File: src/rtl/spfw_pkg.sv
// Shared constants for the spin pair flip weight pipeline.
package spfw_pkg;

  localparam int FRAC_BITS = 16;
  localparam int POL_BITS = 30;
  localparam int GAIN_BITS = 16;
  localparam logic [29:0] GAIN_Q = 30'd724077344;
  localparam int NORM_TOP = 30;
  localparam int SQ_RAD_W = 62;
  localparam int DIV_DEN_W = 63;
  localparam int DIV_Q_BITS = 30;

  localparam logic [0:0] REG_POL_FIRST = 1'b0;
  localparam logic [0:0] REG_POL_SECOND = 1'b1;

endpackage

File: src/rtl/spfw_sqrt.sv
// Pipelined integer square root, one result bit per stage.
module spfw_sqrt #(
  parameter int RAD_W = spfw_pkg::SQ_RAD_W
) (
  input  logic                 clk,
  input  logic                 ce,
  input  logic [RAD_W-1:0]     radicand,
  output logic [RAD_W/2-1:0]   root
);

  localparam int ITERS = RAD_W / 2;

  logic [RAD_W-1:0] x_q [ITERS];
  logic [RAD_W-1:0] r_q [ITERS];
  logic [RAD_W-1:0] x_src [ITERS];
  logic [RAD_W-1:0] r_src [ITERS];
  logic [RAD_W-1:0] x_d [ITERS];
  logic [RAD_W-1:0] r_d [ITERS];

  always_comb begin
    x_src[0] = radicand;
    r_src[0] = '0;
    for (int i = 1; i < ITERS; i++) begin
      x_src[i] = x_q[i-1];
      r_src[i] = r_q[i-1];
    end
    for (int i = 0; i < ITERS; i++) begin
      if (x_src[i] >= r_src[i] + (RAD_W'(1) << (RAD_W - 2 - 2 * i))) begin
        x_d[i] = x_src[i] - (r_src[i] + (RAD_W'(1) << (RAD_W - 2 - 2 * i)));
        r_d[i] = (r_src[i] >> 1) + (RAD_W'(1) << (RAD_W - 2 - 2 * i));
      end else begin
        x_d[i] = x_src[i];
        r_d[i] = r_src[i] >> 1;
      end
    end
  end

  always_ff @(posedge clk) begin
    if (ce) begin
      for (int i = 0; i < ITERS; i++) begin
        x_q[i] <= x_d[i];
        r_q[i] <= r_d[i];
      end
    end
  end

  assign root = r_q[ITERS-1][RAD_W/2-1:0];

endmodule

File: config.mk
export PLATFORM = sky130hd
export DESIGN_NAME = spfw_sqrt
export DESIGN_NICKNAME = d
export VERILOG_FILES = /design/src/rtl/spfw_pkg.sv /design/src/rtl/spfw_sqrt.sv
export SDC_FILE = /design/constraint.sdc
export NUM_CORES = 2
export LEC_CHECK = 0
export BUFFER_PORTS_ARGS = -buffer_cell sky130_fd_sc_hd__buf_4
export CAP_MARGIN = 20
export CORE_ASPECT_RATIO = 1.1
export CORE_MARGIN = 5
export CORE_UTILIZATION = 45
export CTS_BUF_LIST = sky130_fd_sc_hd__clkbuf_8
export DETAILED_ROUTE_END_ITERATION = 16
export HOLD_SLACK_MARGIN = 0.06
export SLEW_MARGIN = 10
export SYNTH_ARGS = -nofsm -noshare
export SYNTH_HDL_FRONTEND = slang
export SYNTH_SLANG_ARGS = --single-unit
File: constraint.sdc
create_clock -name clk -period 7 [get_ports clk]
set_input_delay 0 -clock clk [delete_from_list [all_inputs] [get_ports clk]]
set_output_delay 0 -clock clk [all_outputs]
set_load 0.05 [all_outputs]
==> impl_metrics.toml <==
[outcome]
status = "completed"

[worst_hold_path]
min_path_type = "in2reg"
hold_path_end = "x_q[0][906]"
worstHoldStart = "ce"
holdPathStages = 2

[global_route]
grt_overflow = 0
grt_max_degree = 202
grt_pass1_vias = 71400
grt_first_pass_wirelength_mm = 441
grt.total_usage_pct = 22.1
antenna_found_initial = 12

[sta]
slew_headroom_pct = 24.4
period_minus_slack_ps = 4620
tightest_slew_ps = 1130
fin_setup_tns_ps = 0
period_share_pct = 66.0
finalHoldViolCount = 0
skew_ps = 89.5
drv_slew = 0
grt_setup_unrepaired = "no"
final-setup-viol-count = 0
timing.fmax_mhz = 217
worst_hold_slack_ps = 243

[yosys]
synth_flop_cell = "edfxtp_1"
yosysSeqAreaShare_pct = 62.9
ys_seq_elements = 2356
yosysUniqueCellTypes = 97
syn_avg_cell_area_um2 = 12.6
netlist_area_um2 = 113000
synth.net_count = 9501
async_flop_share_pct = 0
postSynthCellCount = 8912
synth_edf_count = 2356
yosys_warnings = 0

[route]
viasPerCell = 5.61
totalWireLength_mm = 296
final_antenna_net_count = 0
drc = 0
dr.pass1.iters = 6
wl_per_cell_um = 22.8
drtIter0Drc = 6135
vias = 73100

[pwr]
power_density_nw_per_um2 = 314
peakVddDrop_mv = 0.166
power_leakage_nw = 47.5

[floorplanning]
start_util_pct = 45.2
chipHeight_um = 535
fp.dieW_um = 487
fp.dieArea_um2 = 260000
fp.coreArea_um2 = 249000
core.rowCount = 192
ioPinCount = 95

[cells_and_area]
final_cell_area_um2 = 126000
final_cell_mix = "edfxtp_1 (2356), inv_1 (742), nor2_1 (626)"
layout_commonest_cell = "edfxtp_1"
drive_above_1_share_pct = 8.48
nets = 10000
multi_input_area_um2 = 38900
seqCellArea_um2 = 70700
fillers = 21600
instances_no_fill = 13000
syn_to_final_growth_pct = 11.9

[worst_setup_path]
endpoint_kind = "register"
worstRegToRegCells = 13
worstPathMaxFanout = 59
r2r_slack_ps = 2380
crit_required_ps = 7700
reg2reg_from = "x_q[1][585]"
r2r-end = "x_q[1][666]"
cp-start-kind = "register"
startpoint = "x_q[1][585]"
arrival_ps = 5320
crit_type = "reg2reg"

[cts]
clkTransAtPathRegs_ps = 60
root_buffer = "clkbuf_8"
cts.sink_count = 2356
htreeDepth = 5
cts_made_buffers = 385
tritoncts = "done"
worstSkewPairLatency_ps = 980
clk_path_buf_depth = 4

[placed_design]
placed_area_um2 = 117000
place_congestion = 0.935
dp.cells = 12200
dp_hpwl_mm = 221
portBuffers = 94

[job]
drv_cap = 0
## routing by layer
layer / vias to the layer above / GRT usage [%] / wire (um)
met5: - / 0 / 27
met2: 2185 / 37.0 / 143000
li1: 34500 / - / -
met1: 35900 / 29.3 / 126000
met4: 4 / 7.77 / 10700
met3: 532 / 3.50 / 16900
## critical path, stage by stage, from the launching register on
cell and delay, ps:
edfxtp_1 440, ha_1 480, nand4_1 230, nor3_1 420
buf_2 270, nand4_1 360, o21ai_0 250, nand4b_1 200
a31oi_4 40, buf_4 310, a2111oi_2 700, nand2b_1 280
o31ai_1 270, nand2_1 100
## worst max-delay path by stage
stage | to | slack, ps | cells after the start
after floorplan | x_q[1][433] | 3500 | 13
after global placement | x_q[1][666] | 2150 | 12
after detailed placement | x_q[1][674] | 2150 | 12
after CTS | x_q[1][674] | 2110 | 12
after global routing | x_q[1][674] | 1900 | 13
final | x_q[1][666] | 2380 | 13
## synthesized netlist by cell type, drive strengths merged, types with 17 or more instances
| library cell | count | area, um2 |
|---|---|---|
| a21o | 190 | 1430 |
| and3 | 41 | 257 |
| nand2 | 561 | 2110 |
| or2 | 35 | 219 |
| o211ai | 29 | 228 |
| and4 | 21 | 184 |
| clkbuf | 133 | 500 |
| inv | 636 | 2390 |
| nor2b | 86 | 538 |
| nor4b | 46 | 409 |
| a2111oi | 17 | 155 |
| mux2 | 90 | 1010 |
| edfxtp | 2356 | 70700 |
| nor3 | 259 | 1300 |
| xnor2 | 409 | 3580 |
| nor4 | 325 | 2070 |
| nand2b | 106 | 663 |
| nand4 | 140 | 876 |
| nand3 | 128 | 641 |
| a211oi | 40 | 305 |
| o21bai | 44 | 330 |
| a21oi | 563 | 2830 |
| nor3b | 17 | 128 |
| nor2 | 627 | 2360 |
| ha | 525 | 6570 |
| o31ai | 47 | 353 |
| and2 | 36 | 225 |
| or4 | 64 | 484 |
| buf | 31 | 159 |
| o21a | 113 | 848 |
| o21ai | 408 | 2050 |
| nand4b | 19 | 166 |
| a21boi | 24 | 180 |
| xor2 | 404 | 3540 |
| a31oi | 41 | 257 |
| or3 | 85 | 532 |
| nand3b | 28 | 214 |
## flip-flops by register name, summed over array words and instances, names as in the netlist
register / cells
x_q: 1860
r_q: 496
## area by class of cell
| cell class | count | share of cell area [%] |
|---|---|---|
| Multi-Input combinational cell | 5755 | 30.8 |
| Inverter | 637 | 1.90 |
| Tap cell | 3298 | 3.28 |
| Sequential cell | 2356 | 56.2 |
| Timing Repair Buffer | 286 | 2.07 |
| Clock buffer | 390 | 4.26 |
| Antenna cell | 3 | 0.00596 |
| Clock inverter | 296 | 1.48 |
## stage by stage
stage               utilization [%]  setup WS, ps  total power, mW
finish                         50.6          2380             39.5
global route                   50.6          1900             41.6
CTS                            50.6          2110             39.8
detailed placement             47.2          2150             28.1
global placement               47.2          2150             28.0
floorplan                         -          3500             25.1
## cells by family (layout without fill, tap and decap cells)
family | after synthesis | in the layout | synth area share (%)
buf+inv | 801 | 1609 | 2.71
fa+ha+maj | 525 | 525 | 5.84
simple gates | 2655 | 2655 | 12.1
compound gates | 1665 | 1665 | 9.16
flops | 2356 | 2356 | 62.9
other cells | 0 | 3 | 0
mux | 97 | 97 | 0.963
xor+xnor | 813 | 813 | 6.33
## timing repair
item | CTS | global route
endpoints found under the hold margin | 611 | 0
hold buffers | 129 | 0
gates resized for setup | 0 | 0
setup buffers | 0 | 0
## report_power, final
group          internal [mW]  switching, mW
logic                   3.50           5.07
registers               17.9           1.55
clock network           5.94           5.53
total                   27.3           12.1
No activity file was read; power rests on OpenSTA's default activity.
